## config.mk

```make
export PLATFORM = sky130hd
export DESIGN_NAME = adsr_envelope_linear_top
export DESIGN_NICKNAME = d
export VERILOG_FILES = /design/src/sv/adsr_pkg.sv /design/src/sv/adsr_envelope_linear_top.sv
export SDC_FILE = /design/constraint.sdc
export NUM_CORES = 1
export LEC_CHECK = 0
export BUFFER_PORTS_ARGS = -buffer_cell sky130_fd_sc_hd__clkbuf_2
export CELL_PAD_IN_SITES_DETAIL_PLACEMENT = 0
export CELL_PAD_IN_SITES_GLOBAL_PLACEMENT = 2
export CORE_MARGIN = 4
export CORE_UTILIZATION = 40
export DETAILED_ROUTE_END_ITERATION = 12
export GPL_TIMING_DRIVEN = 0
export MAX_ROUTING_LAYER = met4
export PLACE_DENSITY_LB_ADDON = 0.25
export RECOVER_POWER = 50
export REMOVE_ABC_BUFFERS = 1
export SYNTH_ARGS = -nofsm -noshare
export SYNTH_HDL_FRONTEND = slang
export SYNTH_SLANG_ARGS = --single-unit
```

## constraint.sdc

```tcl
create_clock -name i_clk -period 7.39 [get_ports i_clk]
set_input_delay 0 -clock i_clk [delete_from_list [all_inputs] [get_ports i_clk]]
set_output_delay 0 -clock i_clk [all_outputs]
set_load 0.02 [all_outputs]
```

## src/sv/adsr_pkg.sv

```systemverilog
// ----------------------------------------------------------------------------
// adsr_pkg
// Shared codes for the linear envelope generator: event kinds, phases and
// configuration register indexes.
// ----------------------------------------------------------------------------
package adsr_pkg;

    localparam int KIND_W  = 2;
    localparam int PHASE_W = 3;
    localparam int REG_W   = 3;

    localparam logic [KIND_W-1:0] KIND_TICK    = 2'd0;
    localparam logic [KIND_W-1:0] KIND_RESTART = 2'd1;
    localparam logic [KIND_W-1:0] KIND_NOTEOFF = 2'd2;

    localparam logic [PHASE_W-1:0] PH_OFF     = 3'd0;
    localparam logic [PHASE_W-1:0] PH_ATTACK  = 3'd1;
    localparam logic [PHASE_W-1:0] PH_DECAY   = 3'd2;
    localparam logic [PHASE_W-1:0] PH_SUSTAIN = 3'd3;
    localparam logic [PHASE_W-1:0] PH_RELEASE = 3'd4;

    localparam logic [REG_W-1:0] REG_ATTACK  = 3'd0;
    localparam logic [REG_W-1:0] REG_DECAY   = 3'd1;
    localparam logic [REG_W-1:0] REG_RELEASE = 3'd2;
    localparam logic [REG_W-1:0] REG_START   = 3'd3;
    localparam logic [REG_W-1:0] REG_PEAK    = 3'd4;
    localparam logic [REG_W-1:0] REG_HOLD    = 3'd5;

    typedef logic [PHASE_W-1:0] t_phase;

endpackage

```

## src/sv/adsr_envelope_linear_top.sv

```systemverilog
// ----------------------------------------------------------------------------
// adsr_envelope_linear_top
// Linear attack/decay/sustain/release envelope generator with a shared
// add/subtract unit for the ramp multiply and divide.
//
//   channel  dir  handshake                  payload
//   in       in   i_in_valid / o_in_stall    i_kind, i_note_held
//   out      out  o_out_valid / i_out_stall  o_level, o_phase
//   cfg      in   i_cfg_valid / o_cfg_ready  i_cfg_index, i_cfg_data
//
// a ramp tick runs the serial shift-add multiply and restoring divide
// on the one shared adder
// a sustain, idle or off tick skips the ramp
// restart and note-off words finish in their accept cycle, no output word
// a finished word waits in the output register while i_out_stall is high
// synchronous active-low reset: position 0, phase off, registers to defaults
// ----------------------------------------------------------------------------
module adsr_envelope_linear_top
    import adsr_pkg::*;
#(
    parameter int TIME_BITS  = 16,
    parameter int LEVEL_BITS = 8
) (
    input  logic                  i_clk,
    input  logic                  i_rst_n,
    input  logic                  i_in_valid,
    output logic                  o_in_stall,
    input  logic [KIND_W-1:0]     i_kind,
    input  logic                  i_note_held,
    output logic                  o_out_valid,
    input  logic                  i_out_stall,
    output logic [LEVEL_BITS-1:0] o_level,
    output logic [PHASE_W-1:0]    o_phase,
    input  logic                  i_cfg_valid,
    output logic                  o_cfg_ready,
    input  logic [REG_W-1:0]      i_cfg_index,
    input  logic [((TIME_BITS > LEVEL_BITS) ? TIME_BITS : LEVEL_BITS)-1:0] i_cfg_data
);

    localparam int LEN_W = TIME_BITS + 1;
    localparam int POS_W = TIME_BITS + 2;
    localparam int PW    = LEVEL_BITS + LEN_W;
    localparam int CNT_W = $clog2(LEVEL_BITS);

    localparam logic [2:0] S_IDLE  = 3'd0;
    localparam logic [2:0] S_SUM   = 3'd1;
    localparam logic [2:0] S_DEC   = 3'd2;
    localparam logic [2:0] S_CLAMP = 3'd3;
    localparam logic [2:0] S_MUL   = 3'd4;
    localparam logic [2:0] S_DIV   = 3'd5;
    localparam logic [2:0] S_FIN   = 3'd6;
    localparam logic [2:0] S_OUT   = 3'd7;

    logic [2:0]            r_state;
    logic [TIME_BITS-1:0]  r_attack, r_decay, r_release;
    logic [LEVEL_BITS-1:0] r_start, r_peak, r_hold;
    logic [POS_W-1:0]      r_pos;
    t_phase                r_phase;
    logic                  r_held;
    logic [POS_W-1:0]      r_ad;
    logic [POS_W-1:0]      r_off;
    logic [LEN_W-1:0]      r_len;
    logic [LEVEL_BITS-1:0] r_from, r_to, r_span, r_res;
    logic                  r_desc;
    logic [PW-1:0]         r_acc;
    logic [LEN_W-1:0]      r_rem;
    logic [CNT_W-1:0]      r_cnt;
    logic                  r_out_valid;
    logic [LEVEL_BITS-1:0] r_out_level;
    t_phase                r_out_phase;

    logic [LEN_W-1:0] len_a, len_d, len_r;
    logic [POS_W-1:0] total, pos_inc;
    logic             in_acc;
    logic [PW-1:0]    alu_a, alu_b;
    logic             alu_sub;
    logic [PW:0]      alu_res;
    logic [LEN_W:0]   div_shift;

    assign len_a   = {1'b0, r_attack} + LEN_W'(1);
    assign len_d   = {1'b0, r_decay} + LEN_W'(1);
    assign len_r   = {1'b0, r_release} + LEN_W'(1);
    assign total   = r_ad + POS_W'(len_r);
    assign pos_inc = r_pos + POS_W'(1);

    assign o_in_stall  = (r_state != S_IDLE);
    assign o_cfg_ready = 1'b1;
    assign in_acc      = i_in_valid && !o_in_stall;
    assign o_out_valid = r_out_valid;
    assign o_level     = r_out_level;
    assign o_phase     = r_out_phase;

    assign div_shift = {r_rem, r_acc[LEVEL_BITS-1]};

    // shared adder: shift-add multiply, then restoring divide
    always_comb begin
        alu_a   = '0;
        alu_b   = '0;
        alu_sub = 1'b0;
        case (r_state)
            S_MUL: begin
                alu_a = {r_acc[PW-2:0], 1'b0};
                alu_b = r_span[r_cnt] ? PW'(r_off[LEN_W-1:0]) : '0;
            end
            S_DIV: begin
                alu_a   = PW'(div_shift);
                alu_b   = PW'(r_len);
                alu_sub = 1'b1;
            end
            default: begin
                alu_sub = 1'b0;
            end
        endcase
        alu_res = {1'b0, alu_a} + {1'b0, (alu_sub ? ~alu_b : alu_b)} + (PW + 1)'(alu_sub);
    end

    always_ff @(posedge i_clk) begin
        if (!i_rst_n) begin
            r_attack  <= '0;
            r_decay   <= '0;
            r_release <= '0;
            r_start   <= '0;
            r_peak    <= LEVEL_BITS'(255);
            r_hold    <= LEVEL_BITS'(128);
        end else if (i_cfg_valid && o_cfg_ready) begin
            case (i_cfg_index)
                REG_ATTACK:  r_attack  <= i_cfg_data[TIME_BITS-1:0];
                REG_DECAY:   r_decay   <= i_cfg_data[TIME_BITS-1:0];
                REG_RELEASE: r_release <= i_cfg_data[TIME_BITS-1:0];
                REG_START:   r_start   <= i_cfg_data[LEVEL_BITS-1:0];
                REG_PEAK:    r_peak    <= i_cfg_data[LEVEL_BITS-1:0];
                REG_HOLD:    r_hold    <= i_cfg_data[LEVEL_BITS-1:0];
                default:     r_hold    <= r_hold;
            endcase
        end
    end

    always_ff @(posedge i_clk) begin
        if (!i_rst_n) begin
            r_state     <= S_IDLE;
            r_pos       <= '0;
            r_phase     <= PH_OFF;
            r_out_valid <= 1'b0;
        end else begin
            if (r_out_valid && !i_out_stall && (r_state != S_OUT)) begin
                r_out_valid <= 1'b0;
            end
            case (r_state)
                S_IDLE: begin
                    if (in_acc) begin
                        case (i_kind)
                            KIND_TICK: begin
                                r_held  <= i_note_held;
                                r_state <= S_SUM;
                            end
                            KIND_RESTART: begin
                                r_pos   <= POS_W'(1);
                                r_phase <= PH_ATTACK;
                            end
                            KIND_NOTEOFF: begin
                                r_pos <= POS_W'(len_a) + POS_W'(len_d);
                            end
                            default: begin
                                r_state <= S_IDLE;
                            end
                        endcase
                    end
                end
                S_SUM: begin
                    r_ad    <= POS_W'(len_a) + POS_W'(len_d);
                    r_state <= S_DEC;
                end
                S_DEC: begin
                    if (r_pos > total) begin
                        r_phase <= PH_OFF;
                        r_pos   <= '0;
                        r_res   <= '0;
                        r_state <= S_OUT;
                    end else if (r_pos >= r_ad) begin
                        if (!r_held) begin
                            r_phase <= PH_RELEASE;
                            r_pos   <= pos_inc;
                            r_off   <= pos_inc - r_ad;
                            r_len   <= len_r;
                            r_from  <= r_hold;
                            r_to    <= '0;
                            r_state <= S_CLAMP;
                        end else begin
                            r_phase <= PH_SUSTAIN;
                            r_res   <= r_hold;
                            r_state <= S_OUT;
                        end
                    end else if (r_pos > POS_W'(len_a)) begin
                        r_phase <= PH_DECAY;
                        r_pos   <= pos_inc;
                        r_off   <= pos_inc - POS_W'(len_a);
                        r_len   <= len_d;
                        r_from  <= r_peak;
                        r_to    <= r_hold;
                        r_state <= S_CLAMP;
                    end else if (r_pos != '0) begin
                        r_phase <= PH_ATTACK;
                        r_pos   <= pos_inc;
                        r_off   <= pos_inc;
                        r_len   <= len_a;
                        r_from  <= r_start;
                        r_to    <= r_peak;
                        r_state <= S_CLAMP;
                    end else begin
                        r_res   <= '0;
                        r_state <= S_OUT;
                    end
                end
                S_CLAMP: begin
                    if (r_off > POS_W'(r_len)) begin
                        r_off <= POS_W'(r_len);
                    end
                    r_desc  <= (r_from > r_to);
                    r_span  <= (r_from > r_to) ? (r_from - r_to) : (r_to - r_from);
                    r_acc   <= '0;
                    r_cnt   <= CNT_W'(LEVEL_BITS - 1);
                    r_state <= S_MUL;
                end
                S_MUL: begin
                    r_acc <= alu_res[PW-1:0];
                    if (r_cnt == '0) begin
                        r_rem   <= alu_res[PW-1:LEVEL_BITS];
                        r_cnt   <= CNT_W'(LEVEL_BITS - 1);
                        r_state <= S_DIV;
                    end else begin
                        r_cnt <= r_cnt - CNT_W'(1);
                    end
                end
                S_DIV: begin
                    if (alu_res[PW]) begin
                        r_rem <= alu_res[LEN_W-1:0];
                    end else begin
                        r_rem <= div_shift[LEN_W-1:0];
                    end
                    r_acc[LEVEL_BITS-1:0] <= {r_acc[LEVEL_BITS-2:0], alu_res[PW]};
                    if (r_cnt == '0) begin
                        r_state <= S_FIN;
                    end else begin
                        r_cnt <= r_cnt - CNT_W'(1);
                    end
                end
                S_FIN: begin
                    r_res   <= r_desc ? (r_from - r_acc[LEVEL_BITS-1:0])
                                      : (r_from + r_acc[LEVEL_BITS-1:0]);
                    r_state <= S_OUT;
                end
                S_OUT: begin
                    if (!r_out_valid || !i_out_stall) begin
                        r_out_valid <= 1'b1;
                        r_out_level <= r_res;
                        r_out_phase <= r_phase;
                        r_state     <= S_IDLE;
                    end
                end
                default: begin
                    r_state <= S_IDLE;
                end
            endcase
        end
    end

    a_tick_busy: assert property (@(posedge i_clk) disable iff (!i_rst_n)
        in_acc && (i_kind == KIND_TICK) |=> o_in_stall)
        else $error("tick word did not start the sequencer");

    a_restart: assert property (@(posedge i_clk) disable iff (!i_rst_n)
        in_acc && (i_kind == KIND_RESTART) |=> (r_pos == POS_W'(1)) && (r_phase == PH_ATTACK))
        else $error("restart did not set attack at position one");

    a_off_zero: assert property (@(posedge i_clk) disable iff (!i_rst_n)
        o_out_valid && (o_phase == PH_OFF) |-> (o_level == '0))
        else $error("nonzero level while off");

endmodule

```

-- After elaboration in Yosys (flattened, before gate mapping)
Cells that the tools add are included.
- logic and storage cells: 193
- flip-flop bits (word level): 239
- magnitude comparators: 6
- eq/ne operators: 33
- multiplexer cells: 71
- add/subtract/negate cells: 15
- reductions and logical operators: 41
- bitwise gates (word level): 2
- operators by type and width (cell ; count):
    two-way mux 18 bit ; 11
    two-way mux 8 bit ; 15
    two-way mux 17 bit ; 7
    one-hot mux 18 bit (2 select lines) ; 3
    one-hot mux 17 bit (2 select lines) ; 2
    two-way mux 3 bit ; 18
    adder 16 x 1 -> 17 bit, second input constant ; 3
    one-hot mux 25 bit (2 select lines) ; 1
    > comparator 18 x 17 -> 1 bit ; 2
    one-hot mux 16 bit (2 select lines) ; 1
    adder 25 x 25 -> 26 bit ; 1
    adder 26 x 1 -> 26 bit ; 1
    two-way mux 25 bit ; 1
    NOT 25 bit ; 1
    one-hot mux 3 bit (8 select lines) ; 1
    one-hot mux 8 bit (3 select lines) ; 1
    subtractor 8 bit ; 3
    inequality test 4 bit, second input constant ; 5
    AND reduction 2 bit ; 10
    AND reduction 5 bit ; 4
    adder 17 x 17 -> 18 bit ; 1
    adder 18 x 1 -> 18 bit, second input constant ; 1
    adder 18 x 17 -> 18 bit ; 1
    == test 3 bit, second input constant ; 6
    other kinds (35) ; 68

-- Longest topological paths before layout
- depth in word-level cells: 10
- mapped depth: 26

-- Least setup slack after synthesis
No wires, ideal clock.
- path kind: register to register
- start: reg r_release[2]
- end: reg r_from[0], enable pin
- period minus slack after synthesis: 6.830 ns
- slack: 0.560 ns
- cell stages (with the launch flop): 22
- arrival time: 6.365 ns
- library setup time: 0.464 ns
- cells stage by stage: dfxtp_1 and3_1 and3_1 nand3_1 nor3_1 nand2_1 xnor2_1 ha_1 or3_1 or3_1 a211oi_1 o21ai_0 and4b_1 ha_1 a21o_1 a21oi_1 o21ai_0 a211oi_1 a21oi_1 nand2b_1 clkbuf_1 nor3_1
- longest elaborated chain between the ends: 5
- ends and longest elaborated chain (element ; RTL line ; RTL):
    from (decl) ; adsr_envelope_linear_top.sv:55 ; logic [TIME_BITS-1:0] r_attack, r_decay, r_release;
    from (signal assigned) ; adsr_envelope_linear_top.sv:129 ; REG_RELEASE: r_release <= i_cfg_data[TIME_BITS-1:0];
    adder 16 x 1 -> 17 bit ; adsr_envelope_linear_top.sv:82 ; assign len_r = {1'b0, r_release} + LEN_W'(1);
    adder 18 x 17 -> 18 bit ; adsr_envelope_linear_top.sv:83 ; assign total = r_ad + POS_W'(len_r);
    > comparator 18 bit ; adsr_envelope_linear_top.sv:174 ; if (r_pos > total) begin
    NOT 1 bit (no line) ; -- ;
    AND reduction 5 bit (no line) ; -- ;
    to (signal assigned) ; adsr_envelope_linear_top.sv:185 ; r_from <= r_hold;
    to (signal assigned) ; adsr_envelope_linear_top.sv:198 ; r_from <= r_peak;
    to (signal assigned) ; adsr_envelope_linear_top.sv:206 ; r_from <= r_start;
    to (decl) ; adsr_envelope_linear_top.sv:63 ; logic [LEVEL_BITS-1:0] r_from, r_to, r_span, r_res;
No other way between the ends.
A chain may end at the register's enable or synchronous reset.

-- Final worst setup path
- start: reg r_release[0]
- end: reg r_pos[0]
- longest elaborated chain between the ends: 5
- elaborated cells on any way between the ends: 8
- those cells by class: add/sub: 2; order compare: 1; eq/ne: 2; mux: 2; reduce/logical: 1
- ends and longest elaborated chain (element ; RTL line ; RTL):
    adder 16 x 1 -> 17 bit (*) ; adsr_envelope_linear_top.sv:82 ;
    adder 18 x 17 -> 18 bit (*) ; adsr_envelope_linear_top.sv:83 ;
    > comparator 18 bit (*) ; adsr_envelope_linear_top.sv:174 ;
    inequality test 5 bit (no line), or another cell as far along ; -- ;
    AND reduction 5 bit (no line) / one-hot mux 18 bit (2 select lines) (equally long branches) ; -- ;
    to (signal assigned) ; adsr_envelope_linear_top.sv:182 ; r_pos <= pos_inc;
    to (signal assigned) ; adsr_envelope_linear_top.sv:195 ; r_pos <= pos_inc;
    to (signal assigned) ; adsr_envelope_linear_top.sv:203 ; r_pos <= pos_inc;
    to (decl) ; adsr_envelope_linear_top.sv:57 ; logic [POS_W-1:0] r_pos;
Every way passes the cells marked *; elsewhere a longest branch is shown, timed or not.

==> results_dict.tcl <==
set metrics [dict create \
    synth_warnings 0 \
    synth_largest_area_cell "edfxtp_1" \
    setup_viol_count_final 0 \
    synthesis.instances 2185 \
    die_h_um 224.3 \
    totalPowerFinal_mw 6.148 \
    grt_use_total_pct 21.95 \
    cts_tree "done" \
    cpMaxStageDelayCell "a21oi_4" \
    crit_buf_inv 0 \
    worst-r2r-cell-count 22 \
    cp_common_cell "o21ai_0" \
    finalWirelength_um 54330 \
    mostFrequentLayoutCell "nand2_1" \
    edff_count_synth 142 \
    antenna_cells 0 \
    maximum_resistive_drop_on_vdd_mv 0.2344 \
    vias_per_cell 5.481 \
    data_required_time_of_the_critical_path_ns 7.86 \
    hold-path-cell-count 2 \
    port_buffers 39 \
    cts.reportedPaths.clkPinSlew_ns 0.06 \
    rr_endpoint "r_pos[0]$_SDFFE_PN0P_" \
    flow.area_growth_from_synthesis_pct 10.62 \
    globalplace.congestion 0.8955 \
    critical_path.cell_chain "ha_1 -> xor2_1 -> ha_1 -> nor2b_1 -> o21ai_0 -> a21oi_1 -> o21ai_0 -> a21oi_1 -> o21ai_0 -> a21oi_1 -> a211oi_1 -> o21ai_0 -> and4b_1 -> ha_1 -> nand4_1 -> o21ai_0 -> o22ai_1 -> a21oi_1 -> nor2_2 -> a21oi_4 -> o221ai_1 -> o211a_1" \
    report.final.hold_viol_count 0 \
    r2r-start "r_release[0]$_SDFFE_PN0P_" \
    gr-total-overflow 0 \
    power.density_mw_per_mm2 297.1 \
    synth-seq-area-share_pct 33.18 \
    worstSetupPathType "flip-flop to flip-flop" \
    chipWidth_um 224.3 \
    synth_area_per_cell_um2 8.561 \
    rows 78 \
    hpwlAfterDp_um 43150 \
    drt_pass1_iterations 5 \
    hp-start "i_rst_n" \
    critical-path-max-stage-delay_ns 0.80 \
    top_library_cells_by_usage_in_the_layout_fill_and_taps_aside "nand2_1, ha_1, a21oi_1" \
    timing.slew.headroom_pct -18.02 \
    highest_attainable_clock_frequency_mhz 146.8 \
    worstSetupStartpointType "flip-flop" \
    most_used_flip_flop_cell_after_synthesis "edfxtp_1" \
    max_cap_violations 2 \
    remaining_drc_errors 0 \
    io-pin-count 41 \
    holdPathEnd "r_peak[5]$_SDFFE_PN1P_" \
    grt_setup_unrepaired "false" \
    crit_path_end_kind "flip-flop" \
    synth.lib_cells_used.distinct 80 \
    clock_sink_count 239 \
    floorplan.initialDensity_pct 40.87 \
    dp_slack_ns 0.1735 \
    grt_pass1_vias 15130 \
    worst_hold_path_type "input port to flip-flop" \
    path_delay_family "compound AO/OA/AOI/OAI gates" \
    timing.final.max_slew_violations 33 \
    dr_total_vias 15530 \
    reg2reg_slack_ns 0.58 \
    max_slew.worst_pin.slew_ns 1.765 \
    root_buffer "clkbuf_16" \
    synth_area_leaders "edfxtp_1, ha_1, dfxtp_1, nand2_1, a21oi_1" \
    grt_max_degree 64 \
    wire_per_inst_um 19.18 \
    fin_skew_ns 0.02169 \
    worst_skew_pair.late_latency_ns 0.58 \
    grt_first_pass_wirelength_um 85950 \
    worst-path-max-fanout 35 \
    setup_tns_final_ns 0 \
    p_leak_nw 8.546 \
    yosysTopAreaCellShare_pct 22.79 \
    htree_levels 1 \
    violations_in_the_final_reports "capacitance limit, slew limit" \
    period_share_pct 92.19 \
    synth-seq-cells 239 \
    final_layout_size_suffix_gt1_share_pct 5.822 \
    grt_antenna_before_repair 2 \
    finalWorstPathRequiredPeriod_ns 6.813 \
    cts_buffer_depth 3 \
    synthArstFlopShare_pct 0 \
    drt_iter0_markers 901 \
    postLayoutSetupSlackWorst_ns 0.5769 \
    cp.arrival_ns 7.29 \
    mappedNetlistArea_mm2 0.01871 \
    core_area_mm2 0.04577 \
    cts-buffers-inserted 29 \
    holdWs_ns 0.08112 \
    run_status "finished with violations" \
    floorplan.die_area_mm2 0.05029 \
    drtAntennaViolNets 0 \
    design.final.nets 2445 \
]
layer usage:
layer | global-route usage, % | part of all wire (%) | vias up
met5 | - | 0 | -
met4 | 5.178 | 2.4 | 0
met3 | 1.697 | 3.6 | 65
met2 | 35.51 | 46 | 246
met1 | 30.28 | 48 | 7317
li1 | - | - | 7901
cell families after synthesis:
kind of cell | count (synthesis) | share of synthesized area (%)
buf+inv | 219 | 4.488
compound gates | 550 | 18.78
mux | 62 | 3.558
other cells | 1 | 0.02005
flops | 239 | 33.18
simple gates | 762 | 19.00
xor+xnor | 144 | 6.742
fa+ha+maj | 208 | 14.23
registers in the layout, summed over array words and instances, names as in the netlist, 3 cells and up:
name and count:
r_cnt 3, r_state 3, r_pos 18, r_to 8
r_len 17, r_decay 16, o_phase 3, r_phase 3
r_attack 16, r_peak 8, r_ad 18, r_from 8
r_res 8, r_span 8, r_acc 24, o_level 8
r_hold 8, r_off 18, r_start 8, r_release 16
r_rem 17
Yosys cell counts (30+ instances only):
cell,count
nand2_1,302
ha_1,200
a21oi_1,175
nor2_1,150
edfxtp_1,142
inv_1,139
o21ai_0,124
dfxtp_1,97
xnor2_1,93
nand3_1,86
clkbuf_1,66
xor2_1,51
mux2i_1,47
a21o_1,39
nor3_1,37
nor2b_1,34
a211oi_1,30
what timing repair did:
item / in CTS / in global routing
gates resized for setup: 0 / 0
endpoints found under the hold margin: 76 / 0
hold buffers: 23 / 0
buffers inserted: 0 / 0
layout make-up:
| cell class | count | area (um^2) |
|---|---|---|
| inverter | 139 | 524.3 |
| multi-input combinational | 1727 | 11710 |
| clock buffer | 38 | 804.5 |
| clock inverter | 16 | 100.1 |
| fill | 4560 | 25080 |
| sequential | 239 | 6206 |
| tap | 600 | 750.7 |
| timing repair buffer | 74 | 596.8 |
stage by stage:
stage          util, %  std cells  cell area, um^2
4_1_cts          45.30       2833            20730
6_report         45.21       2833            20690
3_3_place_gp     42.24       2744            19330
3_5_place_dp     42.82       2756            19600
2_1_floorplan        -       2105            18390
5_1_grt          45.21       2833            20690
worst max-delay path by stage:
stage	start	endpoint	slack [ns]	depth (start not counted)
after floorplan	r_attack[0]$_SDFFE_PN0P_	r_from[0]$_DFFE_PP_	-1.84	11
after global placement	r_attack[0]$_SDFFE_PN0P_	r_to[0]$_SDFFCE_PP0P_	-6.28	11
after detailed placement	r_release[0]$_SDFFE_PN0P_	r_pos[13]$_SDFFE_PN0P_	0.17	23
after CTS	r_release[0]$_SDFFE_PN0P_	r_pos[13]$_SDFFE_PN0P_	0.18	23
after global routing	r_release[0]$_SDFFE_PN0P_	r_pos[0]$_SDFFE_PN0P_	0.06	22
final	r_release[0]$_SDFFE_PN0P_	r_pos[0]$_SDFFE_PN0P_	0.58	22
report_power, final:
part / internal (mW) / total [mW] / switching [mW]
logic: 1.23 / 2.98 / 1.75
registers: 1.67 / 1.81 / 0.135
clock network: 0.769 / 1.36 / 0.594
total: 3.67 / 6.15 / 2.48
Power figures use the tool's default switching activity.
